===== config.mk =====
export PLATFORM = sky130hd
export DESIGN_NAME = sorted_deadline_timer_queue_unit_flat
export DESIGN_NICKNAME = d
export VERILOG_FILES = /design/src/sdtq_pkg.sv /design/src/sdtq_if.sv /design/src/sdtq_store.sv /design/src/sdtq_out_reg.sv /design/src/sdtq_seq.sv /design/src/sorted_deadline_timer_queue_unit.sv /design/src/flat_wrapper.sv
export SDC_FILE = /design/constraint.sdc
export NUM_CORES = 2
export LEC_CHECK = 0
export BUFFER_PORTS_ARGS = -buffer_cell sky130_fd_sc_hd__buf_2
export CAP_MARGIN = 15
export CORE_MARGIN = 3
export CORE_UTILIZATION = 35
export CTS_BUF_LIST = sky130_fd_sc_hd__clkbuf_4 sky130_fd_sc_hd__clkbuf_8
export CTS_CLUSTER_DIAMETER = 30
export CTS_CLUSTER_SIZE = 25
export DETAILED_ROUTE_END_ITERATION = 10
export GPL_ROUTABILITY_DRIVEN = 0
export PLACE_DENSITY = 0.58
export SLEW_MARGIN = 20
export SYNTH_ARGS = -nofsm -noshare
export SYNTH_HDL_FRONTEND = slang
export SYNTH_SLANG_ARGS = --single-unit

===== constraint.sdc =====
create_clock -name clk -period 15.2 [get_ports clk]
set_input_delay 3.04 -clock clk [delete_from_list [all_inputs] [get_ports clk]]
set_output_delay 3.04 -clock clk [all_outputs]
set_load 0.01 [all_outputs]

===== src/sdtq_pkg.sv =====
package sdtq_pkg;

  typedef enum logic [1:0] {
    RK_INSERT = 2'd0,
    RK_CANCEL = 2'd1,
    RK_WOKEN  = 2'd2,
    RK_DONE   = 2'd3
  } rkind_t;

  typedef enum logic [1:0] {
    ST_OK   = 2'd0,
    ST_ZERO = 2'd1,
    ST_FULL = 2'd2,
    ST_MISS = 2'd3
  } status_t;

  // One queue slot: absolute deadline and the sleeping thread
  typedef struct packed {
    logic [63:0] deadline;
    logic [15:0] thread;
  } entry_t;

  // One result item as it leaves the block
  typedef struct packed {
    rkind_t      result_kind;
    status_t     status;
    logic [15:0] woken_thread;
    logic        is_earliest;
    logic        pending;
    logic [31:0] next_delay;
    logic        last;
  } res_t;

endpackage


===== src/sdtq_if.sv =====
interface sdtq_in_if;
  logic        valid;
  logic        ready;
  logic [1:0]  kind;
  logic [15:0] tid;
  logic [31:0] amount;
  logic [63:0] now;

  modport source (output valid, output kind, output tid, output amount, output now,
                  input ready);
  modport sink (input valid, input kind, input tid, input amount, input now,
                output ready);
endinterface

interface sdtq_out_if;
  logic        valid;
  logic        ready;
  logic [1:0]  result_kind;
  logic [1:0]  status;
  logic [15:0] woken_thread;
  logic        is_earliest;
  logic        pending;
  logic [31:0] next_delay;
  logic        last;

  modport source (output valid, output result_kind, output status, output woken_thread,
                  output is_earliest, output pending, output next_delay, output last,
                  input ready);
  modport sink (input valid, input result_kind, input status, input woken_thread,
                input is_earliest, input pending, input next_delay, input last,
                output ready);
endinterface


===== src/sdtq_store.sv =====
module sdtq_store #(
  parameter int DEPTH = 16,
  localparam int IDX_W = $clog2(DEPTH)
) (
  input  logic                clk,
  input  logic                we,
  input  logic [IDX_W-1:0]    waddr,
  input  sdtq_pkg::entry_t    wdata,
  input  logic                re,
  input  logic [IDX_W-1:0]    raddr,
  output sdtq_pkg::entry_t    rdata
);
  import sdtq_pkg::*;

  entry_t mem [DEPTH];
  entry_t rdata_r;

  // Read data holds until the next read
  always_ff @(posedge clk) begin
    if (we) begin
      mem[waddr] <= wdata;
    end
    if (re) begin
      rdata_r <= mem[raddr];
    end
  end

  assign rdata = rdata_r;

endmodule


===== src/sdtq_out_reg.sv =====
module sdtq_out_reg (
  input  logic            clk,
  input  logic            rst_n,
  input  logic            load,
  input  sdtq_pkg::res_t  data,
  output logic            free,
  sdtq_out_if.source      out_ch
);
  import sdtq_pkg::*;

  logic valid_r;
  res_t data_r;

  assign free = !valid_r || out_ch.ready;

  always_ff @(posedge clk) begin
    if (!rst_n) begin
      valid_r <= 1'b0;
    end else if (load) begin
      valid_r <= 1'b1;
    end else if (out_ch.ready) begin
      valid_r <= 1'b0;
    end
  end

  always_ff @(posedge clk) begin
    if (load) begin
      data_r <= data;
    end
  end

  assign out_ch.valid        = valid_r;
  assign out_ch.result_kind  = data_r.result_kind;
  assign out_ch.status       = data_r.status;
  assign out_ch.woken_thread = data_r.woken_thread;
  assign out_ch.is_earliest  = data_r.is_earliest;
  assign out_ch.pending      = data_r.pending;
  assign out_ch.next_delay   = data_r.next_delay;
  assign out_ch.last         = data_r.last;

endmodule


===== src/sdtq_seq.sv =====
module sdtq_seq #(
  parameter int MAX_ENTRIES = 16,
  localparam int IDX_W = $clog2(MAX_ENTRIES),
  localparam int CNT_W = $clog2(MAX_ENTRIES + 1)
) (
  input  logic                clk,
  input  logic                rst_n,
  sdtq_in_if.sink             in_ch,
  output logic                mem_we,
  output logic [IDX_W-1:0]    mem_waddr,
  output sdtq_pkg::entry_t    mem_wdata,
  output logic                mem_re,
  output logic [IDX_W-1:0]    mem_raddr,
  input  sdtq_pkg::entry_t    mem_rdata,
  output logic                emit_valid,
  output sdtq_pkg::res_t      emit_data,
  input  logic                out_free
);
  import sdtq_pkg::*;

  localparam int SUM_W = IDX_W + 1;

  typedef enum logic [1:0] {
    KIND_SLEEP  = 2'd0,
    KIND_CANCEL = 2'd1,
    KIND_TICK   = 2'd2
  } op_kind_t;

  typedef enum logic [6:0] {
    S_IDLE  = 7'b0000001,
    S_SCAN  = 7'b0000010,
    S_SHDN  = 7'b0000100,
    S_SHUP  = 7'b0001000,
    S_TKRD  = 7'b0010000,
    S_TKCMP = 7'b0100000,
    S_ACK   = 7'b1000000
  } state_t;

  state_t             state_r, state_nxt;
  logic [CNT_W-1:0]   count_r, count_nxt;
  logic [IDX_W-1:0]   head_r, head_nxt;
  logic               is_ins_r, is_ins_nxt;
  logic [15:0]        tid_r, tid_nxt;
  logic [63:0]        now_r, now_nxt;
  logic [63:0]        dl_r, dl_nxt;
  logic [CNT_W-1:0]   idx_r, idx_nxt;
  logic [CNT_W-1:0]   pos_r, pos_nxt;
  logic               rd_vld_r, rd_vld_nxt;
  logic [CNT_W-1:0]   rd_idx_r, rd_idx_nxt;
  logic               wr_pend_r, wr_pend_nxt;
  logic [CNT_W-1:0]   wr_dst_r, wr_dst_nxt;
  logic               match_r, match_nxt;
  logic [CNT_W-1:0]   match_pos_r, match_pos_nxt;
  logic               gt_r, gt_nxt;
  logic [CNT_W-1:0]   gt_pos_r, gt_pos_nxt;
  res_t               ack_r, ack_nxt;
  logic [CNT_W-1:0]   ins_pos;

  // Map a position in deadline order to a slot of the circular store
  function automatic logic [IDX_W-1:0] phys(input logic [IDX_W-1:0] hd,
                                            input logic [CNT_W-1:0] l);
    logic [SUM_W-1:0] s;
    s = SUM_W'(hd) + SUM_W'(l);
    if (s >= SUM_W'(MAX_ENTRIES)) begin
      s = s - SUM_W'(MAX_ENTRIES);
    end
    return s[IDX_W-1:0];
  endfunction

  function automatic res_t mk_res(input rkind_t rk, input status_t st,
                                  input logic [15:0] thr, input logic earliest,
                                  input logic pend, input logic [31:0] delay,
                                  input logic lst);
    res_t r;
    r.result_kind  = rk;
    r.status       = st;
    r.woken_thread = thr;
    r.is_earliest  = earliest;
    r.pending      = pend;
    r.next_delay   = delay;
    r.last         = lst;
    return r;
  endfunction

  assign in_ch.ready = (state_r == S_IDLE);
  assign ins_pos     = gt_r ? gt_pos_r : count_r;

  always_comb begin
    state_nxt     = state_r;
    count_nxt     = count_r;
    head_nxt      = head_r;
    is_ins_nxt    = is_ins_r;
    tid_nxt       = tid_r;
    now_nxt       = now_r;
    dl_nxt        = dl_r;
    idx_nxt       = idx_r;
    pos_nxt       = pos_r;
    rd_vld_nxt    = rd_vld_r;
    rd_idx_nxt    = rd_idx_r;
    wr_pend_nxt   = wr_pend_r;
    wr_dst_nxt    = wr_dst_r;
    match_nxt     = match_r;
    match_pos_nxt = match_pos_r;
    gt_nxt        = gt_r;
    gt_pos_nxt    = gt_pos_r;
    ack_nxt       = ack_r;
    mem_we        = 1'b0;
    mem_waddr     = phys(head_r, wr_dst_r);
    mem_wdata     = mem_rdata;
    mem_re        = 1'b0;
    mem_raddr     = head_r;
    emit_valid    = 1'b0;
    emit_data     = ack_r;

    unique case (state_r)
      S_IDLE: begin
        if (in_ch.valid) begin
          tid_nxt     = in_ch.tid;
          now_nxt     = in_ch.now;
          dl_nxt      = in_ch.now + 64'(in_ch.amount) + 64'd1;
          idx_nxt     = '0;
          rd_vld_nxt  = 1'b0;
          match_nxt   = 1'b0;
          gt_nxt      = 1'b0;
          wr_pend_nxt = 1'b0;
          unique case (in_ch.kind)
            KIND_SLEEP: begin
              is_ins_nxt = 1'b1;
              if (in_ch.amount == 32'd0) begin
                ack_nxt   = mk_res(RK_INSERT, ST_ZERO, 16'd0, 1'b0, 1'b0, 32'd0, 1'b1);
                state_nxt = S_ACK;
              end else begin
                state_nxt = S_SCAN;
              end
            end
            KIND_CANCEL: begin
              is_ins_nxt = 1'b0;
              state_nxt  = S_SCAN;
            end
            KIND_TICK: begin
              state_nxt = S_TKRD;
            end
            default: begin
              // drop the unused kind
            end
          endcase
        end
      end

      S_SCAN: begin
        // check the slot read last cycle
        if (rd_vld_r) begin
          if (mem_rdata.thread == tid_r && !match_r) begin
            match_nxt     = 1'b1;
            match_pos_nxt = rd_idx_r;
          end
          if (mem_rdata.deadline > dl_r && !gt_r) begin
            gt_nxt     = 1'b1;
            gt_pos_nxt = rd_idx_r;
          end
        end
        if (idx_r < count_r) begin
          mem_re     = 1'b1;
          mem_raddr  = phys(head_r, idx_r);
          idx_nxt    = idx_r + 1'b1;
          rd_vld_nxt = 1'b1;
          rd_idx_nxt = idx_r;
        end else begin
          rd_vld_nxt = 1'b0;
          if (!rd_vld_r) begin
            if (is_ins_r) begin
              if (match_r) begin
                ack_nxt   = mk_res(RK_INSERT, ST_MISS, 16'd0, 1'b0, 1'b0, 32'd0, 1'b1);
                state_nxt = S_ACK;
              end else if (count_r == CNT_W'(MAX_ENTRIES)) begin
                ack_nxt   = mk_res(RK_INSERT, ST_FULL, 16'd0, 1'b0, 1'b0, 32'd0, 1'b1);
                state_nxt = S_ACK;
              end else begin
                ack_nxt   = mk_res(RK_INSERT, ST_OK, 16'd0, ins_pos == '0, 1'b0, 32'd0,
                                   1'b1);
                pos_nxt   = ins_pos;
                idx_nxt   = count_r;
                state_nxt = S_SHDN;
              end
            end else begin
              if (match_r) begin
                ack_nxt   = mk_res(RK_CANCEL, ST_OK, tid_r, 1'b0, 1'b0, 32'd0, 1'b1);
                idx_nxt   = match_pos_r;
                state_nxt = S_SHUP;
              end else begin
                ack_nxt   = mk_res(RK_CANCEL, ST_MISS, 16'd0, 1'b0, 1'b0, 32'd0, 1'b1);
                state_nxt = S_ACK;
              end
            end
          end
        end
      end

      S_SHDN: begin
        // move entries one slot toward the tail, then drop in the new one
        if (wr_pend_r) begin
          mem_we = 1'b1;
        end
        if (idx_r > pos_r) begin
          mem_re      = 1'b1;
          mem_raddr   = phys(head_r, idx_r - 1'b1);
          wr_pend_nxt = 1'b1;
          wr_dst_nxt  = idx_r;
          idx_nxt     = idx_r - 1'b1;
        end else begin
          wr_pend_nxt = 1'b0;
          if (!wr_pend_r) begin
            mem_we    = 1'b1;
            mem_waddr = phys(head_r, pos_r);
            mem_wdata = '{deadline: dl_r, thread: tid_r};
            count_nxt = count_r + 1'b1;
            state_nxt = S_ACK;
          end
        end
      end

      S_SHUP: begin
        // close the gap left by the cancelled entry
        if (wr_pend_r) begin
          mem_we = 1'b1;
        end
        if ((CNT_W + 1)'(idx_r) + 1'b1 < (CNT_W + 1)'(count_r)) begin
          mem_re      = 1'b1;
          mem_raddr   = phys(head_r, idx_r + 1'b1);
          wr_pend_nxt = 1'b1;
          wr_dst_nxt  = idx_r;
          idx_nxt     = idx_r + 1'b1;
        end else begin
          wr_pend_nxt = 1'b0;
          if (!wr_pend_r) begin
            count_nxt = count_r - 1'b1;
            state_nxt = S_ACK;
          end
        end
      end

      S_TKRD: begin
        if (count_r == '0) begin
          emit_data = mk_res(RK_DONE, ST_OK, 16'd0, 1'b0, 1'b0, 32'd0, 1'b1);
          if (out_free) begin
            emit_valid = 1'b1;
            state_nxt  = S_IDLE;
          end
        end else begin
          mem_re    = 1'b1;
          mem_raddr = head_r;
          state_nxt = S_TKCMP;
        end
      end

      S_TKCMP: begin
        if (mem_rdata.deadline <= now_r) begin
          emit_data = mk_res(RK_WOKEN, ST_OK, mem_rdata.thread, 1'b0, 1'b0, 32'd0, 1'b0);
          if (out_free) begin
            emit_valid = 1'b1;
            head_nxt   = (head_r == IDX_W'(MAX_ENTRIES - 1)) ? '0 : head_r + 1'b1;
            count_nxt  = count_r - 1'b1;
            state_nxt  = S_TKRD;
          end
        end else begin
          emit_data = mk_res(RK_DONE, ST_OK, 16'd0, 1'b0, 1'b1,
                             mem_rdata.deadline[31:0] - now_r[31:0], 1'b1);
          if (out_free) begin
            emit_valid = 1'b1;
            state_nxt  = S_IDLE;
          end
        end
      end

      S_ACK: begin
        if (out_free) begin
          emit_valid = 1'b1;
          state_nxt  = S_IDLE;
        end
      end

      default: begin
        state_nxt = S_IDLE;
      end
    endcase
  end

  always_ff @(posedge clk) begin
    if (!rst_n) begin
      state_r   <= S_IDLE;
      count_r   <= '0;
      head_r    <= '0;
      rd_vld_r  <= 1'b0;
      wr_pend_r <= 1'b0;
      match_r   <= 1'b0;
      gt_r      <= 1'b0;
    end else begin
      state_r   <= state_nxt;
      count_r   <= count_nxt;
      head_r    <= head_nxt;
      rd_vld_r  <= rd_vld_nxt;
      wr_pend_r <= wr_pend_nxt;
      match_r   <= match_nxt;
      gt_r      <= gt_nxt;
    end
  end

  always_ff @(posedge clk) begin
    is_ins_r    <= is_ins_nxt;
    tid_r       <= tid_nxt;
    now_r       <= now_nxt;
    dl_r        <= dl_nxt;
    idx_r       <= idx_nxt;
    pos_r       <= pos_nxt;
    rd_idx_r    <= rd_idx_nxt;
    wr_dst_r    <= wr_dst_nxt;
    match_pos_r <= match_pos_nxt;
    gt_pos_r    <= gt_pos_nxt;
    ack_r       <= ack_nxt;
  end

endmodule


===== src/sorted_deadline_timer_queue_unit.sv =====
// Deadline-ordered timer queue for up to MAX_ENTRIES sleeping threads. Each
// input transfer is a sleep request (kind 0), a cancel by thread ID (kind 1)
// or a tick (kind 2); kind 3 is dropped without a result. Entries live in a
// single-port-read, single-port-write store organized as a circular buffer,
// so a tick pops the head by advancing a pointer. One sequencer walks the
// store one slot per cycle, with one comparator pair checking thread ID and
// deadline, and the block takes no new transfer until the current one has
// passed all of its results to the output register. The steps per transfer:
//   sleep, nonzero amount: accept and scan, then open the slot and place
//     the entry (no shift when appended at the tail), then acknowledge; a
//     duplicate or a full queue skips the placement;
//   sleep, zero amount: accept, then acknowledge;
//   cancel: accept and scan, close the gap (no entry moves when the tail
//     entry goes, none on a miss), then acknowledge;
//   tick: accept, one result per woken thread, then the closing result.
// The store takes one read per cycle, and its read data is registered, so it
// arrives in the cycle after its address. Results wait in an output register;
// the sequencer stalls only when that register is still full. No clearing
// pass follows reset: the queue starts empty and a slot is read only after
// it has been written.
module sorted_deadline_timer_queue_unit #(
  parameter int MAX_ENTRIES = 16
) (
  input  logic        clk,
  input  logic        rst_n,
  sdtq_in_if.sink     in_ch,
  sdtq_out_if.source  out_ch
);
  import sdtq_pkg::*;

  localparam int IDX_W = $clog2(MAX_ENTRIES);

  // store port
  logic             mem_we;
  logic [IDX_W-1:0] mem_waddr;
  entry_t           mem_wdata;
  logic             mem_re;
  logic [IDX_W-1:0] mem_raddr;
  entry_t           mem_rdata;

  // result hand-off into the output register
  logic             emit_valid;
  res_t             emit_data;
  logic             out_free;

  // Sequencer: scan, shift, pop and result generation
  sdtq_seq #(
    .MAX_ENTRIES (MAX_ENTRIES)
  ) u_seq (
    .clk        (clk),
    .rst_n      (rst_n),
    .in_ch      (in_ch),
    .mem_we     (mem_we),
    .mem_waddr  (mem_waddr),
    .mem_wdata  (mem_wdata),
    .mem_re     (mem_re),
    .mem_raddr  (mem_raddr),
    .mem_rdata  (mem_rdata),
    .emit_valid (emit_valid),
    .emit_data  (emit_data),
    .out_free   (out_free)
  );

  // Entry store: deadline and thread per slot
  sdtq_store #(
    .DEPTH (MAX_ENTRIES)
  ) u_store (
    .clk   (clk),
    .we    (mem_we),
    .waddr (mem_waddr),
    .wdata (mem_wdata),
    .re    (mem_re),
    .raddr (mem_raddr),
    .rdata (mem_rdata)
  );

  // Output register: hold a result until the sink takes the transfer
  sdtq_out_reg u_out_reg (
    .clk    (clk),
    .rst_n  (rst_n),
    .load   (emit_valid),
    .data   (emit_data),
    .free   (out_free),
    .out_ch (out_ch)
  );

endmodule

===== src/flat_wrapper.sv =====
// flat-port wrapper written by rule: the top's interface ports become plain ports
module sorted_deadline_timer_queue_unit_flat import sdtq_pkg::*;
#(
  parameter int MAX_ENTRIES = 16
)
  (clk, rst_n, in_ch_valid, in_ch_kind, in_ch_tid, in_ch_amount, in_ch_now, in_ch_ready, out_ch_valid, out_ch_result_kind, out_ch_status, out_ch_woken_thread, out_ch_is_earliest, out_ch_pending, out_ch_next_delay, out_ch_last, out_ch_ready);
  sdtq_in_if in_ch_i ();
  sdtq_out_if out_ch_i ();
  input  logic clk;
  input  logic rst_n;
  input wire logic [$bits(in_ch_i.valid)-1:0] in_ch_valid;
  input wire logic [$bits(in_ch_i.kind)-1:0] in_ch_kind;
  input wire logic [$bits(in_ch_i.tid)-1:0] in_ch_tid;
  input wire logic [$bits(in_ch_i.amount)-1:0] in_ch_amount;
  input wire logic [$bits(in_ch_i.now)-1:0] in_ch_now;
  output wire logic [$bits(in_ch_i.ready)-1:0] in_ch_ready;
  output wire logic [$bits(out_ch_i.valid)-1:0] out_ch_valid;
  output wire logic [$bits(out_ch_i.result_kind)-1:0] out_ch_result_kind;
  output wire logic [$bits(out_ch_i.status)-1:0] out_ch_status;
  output wire logic [$bits(out_ch_i.woken_thread)-1:0] out_ch_woken_thread;
  output wire logic [$bits(out_ch_i.is_earliest)-1:0] out_ch_is_earliest;
  output wire logic [$bits(out_ch_i.pending)-1:0] out_ch_pending;
  output wire logic [$bits(out_ch_i.next_delay)-1:0] out_ch_next_delay;
  output wire logic [$bits(out_ch_i.last)-1:0] out_ch_last;
  input wire logic [$bits(out_ch_i.ready)-1:0] out_ch_ready;
  assign in_ch_i.valid = in_ch_valid;
  assign in_ch_i.kind = in_ch_kind;
  assign in_ch_i.tid = in_ch_tid;
  assign in_ch_i.amount = in_ch_amount;
  assign in_ch_i.now = in_ch_now;
  assign in_ch_ready = in_ch_i.ready;
  assign out_ch_valid = out_ch_i.valid;
  assign out_ch_result_kind = out_ch_i.result_kind;
  assign out_ch_status = out_ch_i.status;
  assign out_ch_woken_thread = out_ch_i.woken_thread;
  assign out_ch_is_earliest = out_ch_i.is_earliest;
  assign out_ch_pending = out_ch_i.pending;
  assign out_ch_next_delay = out_ch_i.next_delay;
  assign out_ch_last = out_ch_i.last;
  assign out_ch_i.ready = out_ch_ready;
  sorted_deadline_timer_queue_unit #(.MAX_ENTRIES(MAX_ENTRIES)) u_core (.clk(clk), .rst_n(rst_n), .in_ch(in_ch_i), .out_ch(out_ch_i));
endmodule

Word-level counts from Yosys, hierarchy flattened

Memory sizes are Yosys's and may differ from the RTL's. A register that Yosys moved wholly into a read port is not among the register bits.
Index checks and enable logic that the tools add are counted.

Muxes and demuxes: 93
Order comparisons: 10
Bitwise logic cells: 4
$add $sub $neg: 19
Reductions and logical operators: 34
Eq/ne operators: 34

Operator list:

| cell                                                     | count |
|---|---|
| 2-to-1 mux 55 bit                                        | 7 |
| 2-to-1 mux 80 bit                                        | 3 |
| one-hot mux 55 bit (2 select lines)                      | 2 |
| 2-to-1 mux 53 bit                                        | 3 |
| 2-to-1 mux 7 bit                                         | 15 |
| 2-to-1 mux 5 bit                                         | 18 |
| adder 64 x 1 -> 64 bit, second input constant            | 1 |
| adder 64 x 32 -> 64 bit                                  | 1 |
| greater-than comparator 64 bit                           | 1 |
| <= comparator 64 bit                                     | 1 |
| 2-to-1 mux 54 bit                                        | 1 |
| one-hot mux 7 bit (7 select lines)                       | 1 |
| 2-to-1 mux 4 bit                                         | 12 |
| zero test 32 bit                                         | 1 |
| subtractor 32 bit                                        | 1 |
| != test 2 bit, second input constant                     | 13 |
| adder 4 x 5 -> 5 bit                                     | 5 |
| greater-or-equal comparator 5 bit, second input constant | 5 |
| one-hot mux 7 bit (3 select lines)                       | 1 |
| one-hot mux 5 bit (4 select lines)                       | 1 |
| subtractor 4 x 1 -> 4 bit, second input constant         | 5 |
| 2-to-1 mux 1 bit                                         | 18 |
| equality test 16 bit                                     | 1 |
| one-hot mux 5 bit (3 select lines)                       | 1 |
| other kinds (44)                                         | 76 |

Memories: 1
Bits in registers: 306
Memory bits (writable): 1280
Word-level logic and storage cells: 227
Output and inout bits: 57

Memory list:

| name               | words | bits a word | read ports | clocked after memory_dff | wr ports | line             | source |
|---|---|---|---|---|---|---|---|
| u_core.u_store.mem | 16    | 80          | 1          | 1                        | 1        | sdtq_store.sv:15 | `entry_t mem [DEPTH];` |

Logic depth before layout (Yosys ltp)

Depth after elaboration: 8
Gate-level depth with buffers: 15
Depth with buffers taken out: 14

Cells and area by module

A second synthesis with hierarchy kept.

Cell total of the unflattened synthesis: 3792
Area total of the unflattened synthesis: 68485.7 µm²

Modules (own cells, without submodules):

| module       | cells each | times used | area each (µm²) |
|---|---|---|---|
| sdtq_store   | 2054       | 1          | 50223.2 |
| sdtq_seq     | 1679       | 1          | 16562.1 |
| sdtq_out_reg | 59         | 1          | 1700.4 |

Worst setup path after synthesis

OpenSTA, ideal clock, no wires.

Path type: register -> register
Start point: register u_core.u_seq.idx_r[0]
End point: memory u_core.u_store.mem[12][0] (netlist bit), enable pin
Stages on the path, launching flop included: 11
Path slack: 6.907 ns
Data arrival time: 7.676 ns
Library setup time: 0.616 ns
Required time: 14.584 ns
Buffers on the path: 1
Clock period less this slack: 8.293 ns
Cell sequence: edfxtp_1 inv_1 ha_1 and3_1 a31oi_1 o21ai_0 nand2_1 nor2_1 clkbuf_1 o21ai_0 nor3_1

Cells in the longest elaborated chain, start to end: 5
Elaborated cells on any way between the ends: 7

RTL lines:

| item                                   | line             | source |
|---|---|---|
| start, declared                        | sdtq_seq.sv:46   | `logic [CNT_W-1:0] idx_r, idx_nxt;` |
| start signal, assigned                 | sdtq_seq.sv:313  | `idx_r <= idx_nxt;` |
| greater-than comparator 5 bit *        | sdtq_seq.sv:204  | `if (idx_r > pos_r) begin` |
| 2-to-1 mux 1 bit                       | sdtq_seq.sv:204  |  |
| one-hot mux 1 bit (2 select lines)     | sdtq_seq.sv:115  | `unique case (state_r)` |
| 2-to-1 mux 1 bit                       | sdtq_store.sv:20 | `if (we) begin` |
| 2-to-1 mux 1 bit (implied by the code) | sdtq_store.sv:21 | `mem[waddr] <= wdata;` |
| end, declared                          | sdtq_store.sv:15 |  |

Every way passes the cells marked *; elsewhere a longest branch is shown, timed or not.

Worst setup path after layout

Start point: register u_core.u_seq.idx_r[2]
End point: memory u_core.u_store.mem[3][28] (netlist bit), enable pin

Same word-level chain as after synthesis.

==> results.md <==
* Crit path capture type: register
* Top-count cell post-synth: edfxtp_1
* Clock Sink Count at ~1600
* Max Freq at between 150 and 200 MHz
* Sw Ratio at 24.11%
* I/O Buffers at 174
* CP Data Arrival Time at between 7 and 8 ns
* Die width at around 450 um
* Crit share post-route at a little over two fifths
* Post-synthesis cell area at about 70000 um^2
* Post-cts resize count at 0
* CTS buffer count at approximately 340
* Critical Path Fanout Max at 41
* Hold_buf cts at 0
* Io pins at between 150 and 200
* Clock transition at path regs at 0.06 ns
* Synth cell count leaders: edfxtp_1 (1609), mux4_2 (320), ha_1 (199)
* Synth area leaders: edfxtp_1 (70%), mux4_2 (10%), ha_1 (3.6%)
* Core ar. at 195000 um^2
* Tmin final at 6.625 ns
* Sw power at around 2.6 mW
* Synth-to-Final Area Change at 16.67%
* Final HPWL DP at 99.62 mm
* Starting DRC count in detailed routing at between 3000 and 4000
* Hold Crit Start: u_core.u_seq.state_r[3]
* GRT Total Usage at approximately 18%
* Via-to-Cell Ratio at about 5.2
* Total power at between 10 and 15 mW
* Die area at a little over 200000 um^2
* Leak Pwr at 27.44 nW
* Initial antenna violation count at 37
* Clock Skews at 0.06092 ns
* Initial core utilization at 35.25%
* Asr flop ratio synth at 0%
* DRC viols at 0
* Clk root buf: clkbuf_8
* Status: finished clean
* Max Cap Violations at 0
* Worst min-delay path category: reg2reg
* Post-synthesis sequential element count at between 1500 and 2000
* Syn Nets at 4133
* Congestion Overflow GR at 0
* PwrDens at between 100 and 150 nW/um^2
* Worst-case clock buffer depth at 4
* Post-synth top area share at between 70% and 80%
* Setup bufs post-CTS at 0
* Post-synth cell types at between 70 and 80
* Leading area contributor after synthesis: edfxtp_1
* Wire per inst at 25.15 um
* Crit path launch: u_core.u_seq.idx_r[2]
* Reg2reg start: u_core.u_seq.idx_r[2]
* Die height at 449.2 um
* Hold Vio Cnt, Final at 0
* Sequential element share of the synthesized area at 70.90%
* Nets at ~4600
* Row count at roughly 160
* Crit Path Category: reg2reg
* Combinational power share at ~7.5%
* Post-route ant nets at 0
* Main flop type after synthesis: edfxtp_1
* Synthesized instance count at around 3800
* Seq pwr share at between 40% and 50%
* YS warnings at 0
* Setup tns final at 0 ns
* Clock power share at around 45%
* Max_slew headroom at 24.90%
* Drt total wl at around 180 mm
* TritonRoute pass-1 iters at 5
* Post-synth EDFFs at ~1600
* Crit path required time at 15.79 ns
* Peak supply drop at roughly 0.11 mV
* Clock H-tree levels at 5
* Share of post-route cells with drive strength above 1 at 27.25%
* Mapped Avg Cell Area at approximately 18 um^2
* Vias at between 30000 and 40000
* CTS tree: yes
* Slew @ Worst Pin at roughly 1.1 ns
* Startpoint Class: register
* P_int at roughly 8 mW
* Setup-failing EPs final at 0
* Clk_lat worst skew at slightly above 1 ns
* Slew Limit Fails at 0
* RSZ-0062 raised after global routing: false
* First-pass GRT wire length at 263.8 mm
* Pin count of the biggest net entering global routing at 146
* Vias in the first global route at ~39000
[per-layer routing]
metal / track usage [%] / share of wire, % / vias up / wire length (um)
li1: - / - / 16360 / -
met1: 22.86 / 41 / 19480 / 74340
met2: 29.42 / 50 / 1271 / 89170
met3: 3.926 / 6.5 / 302 / 11600
met4: 5.448 / 2.5 / 6 / 4425
met5: 0 / 0.022 / - / 39
[path summary, 6_finish.rpt]
check / end / slack (ns) / cells past startpoint
setup reg to reg: u_core.u_store.mem[3][28] / 8.57 / 12
setup / recovery: u_core.u_store.mem[3][28] / 8.57 / 12
hold / removal: u_core.u_seq.state_r[3] / 0.49 / 2
hold reg to reg: u_core.u_seq.state_r[3] / 0.49 / 2
[worst max-delay path, cell delays in order, from the launching register on]
cell and delay, ns:
edfxtp_1 0.59, ha_1 0.39, o21ai_0 0.15, a21oi_1 0.07
o21ai_0 0.26, nand2_1 0.16, nor2_4 0.70, buf_4 0.70
o21ai_0 0.36, xnor2_1 0.44, nor3_4 0.73, buf_4 0.64
buf_4 0.85
[registers in the layout, indices dropped and copies added, names as in the netlist, 7 cells and up]
register,count
u_core.u_store.mem,1280
u_core.u_store.rdata,80
u_core.u_seq.dl_r,64
u_core.u_seq.now_r,64
u_core.u_out_reg.out_ch.next_delay,32
u_core.u_seq.ack_r,20
u_core.u_out_reg.out_ch.woken_thread,16
u_core.u_seq.tid_r,16
u_core.u_seq.state_r,7
[power groups by stage]
stage / clock (mW) / combinational, mW / sequential (mW)
after floorplan: 0 / 0.569 / 5.21
after global placement: 0 / 0.806 / 5.25
after detailed placement: 0 / 0.816 / 5.25
after CTS: 4.99 / 0.823 / 5.16
after global routing: 5.22 / 0.912 / 5.17
final: 4.88 / 0.815 / 5.16
[area by class of cell]
| type | count | area (um^2) |
|---|---|---|
| fill | 17510 | 114800 |
| sequential | 1630 | 48740 |
| multi-input combinational | 1845 | 18730 |
| clock buffer | 386 | 5081 |
| tap | 2624 | 3283 |
| clock inverter | 216 | 2148 |
| timing repair buffer | 238 | 1476 |
| inverter | 188 | 710.7 |
| antenna | 13 | 32.53 |
[metrics by stage]
step                      cells  area [um^2]  hold slack, ns  util (%)  setup slack, ns
after global routing       7133        80180          0.5133     41.12            8.295
after floorplan            3808        68740          0.4215         -            6.907
after CTS                  7127        80130          0.4911     41.09            8.330
final                      7140        80200          0.4902     41.13            8.575
after global placement     6524        72880          0.4742     37.38            8.004
after detailed placement   6525        72900          0.4784     37.39            8.020
[cells in the final DEF, fill, tap and decap left out, types with 12 or more instances in the layout]
master      netlist  routed
xnor2_1          79      78
dfxtp_1          21      21
nor3_1           39      23
clkinvlp_4        0      51
nand2b_1         21      21
nand4_1          42      42
nor3_2            0      13
buf_2            30     174
nand3_1          37      36
diode_2           0      13
clkinv_4          0      18
nor2_1          118     113
inv_1           186     185
mux4_2          320     320
nor2b_1          17      17
clkinv_2          0      41
a21o_1           88      88
a22o_1           19      19
o21a_1           17      17
edfxtp_1       1609    1609
a21oi_1          96      95
buf_4            26      54
inv_6             0      14
xor2_1           40      40
a31oi_1          14      14
and3_1           21      21
clkbuf_8          0     349
nand2_1         178     178
clkinv_1          2      58
o21ai_0          54      52
nor4_1           15      15
bufinv_16         0      35
o211ai_1         12      12
and2_1           25      25
a22oi_1         161     161
mux2_2           80      80
ha_1            199     199
clkbuf_4          0      37
[logic make-up (layout without fill, tap and decap cells)]
kind of cell | count (synthesis) | after routing | share of synthesized area, %
fa+ha+maj | 207 | 207 | 3.855
simple gates | 552 | 552 | 3.908
compound gates | 557 | 557 | 5.745
xor+xnor | 119 | 119 | 1.516
other cells | 0 | 13 | 0
flops | 1630 | 1630 | 70.90
buf+inv | 333 | 1028 | 2.135
mux | 410 | 410 | 11.94
(Power assumes the default switching activity.)
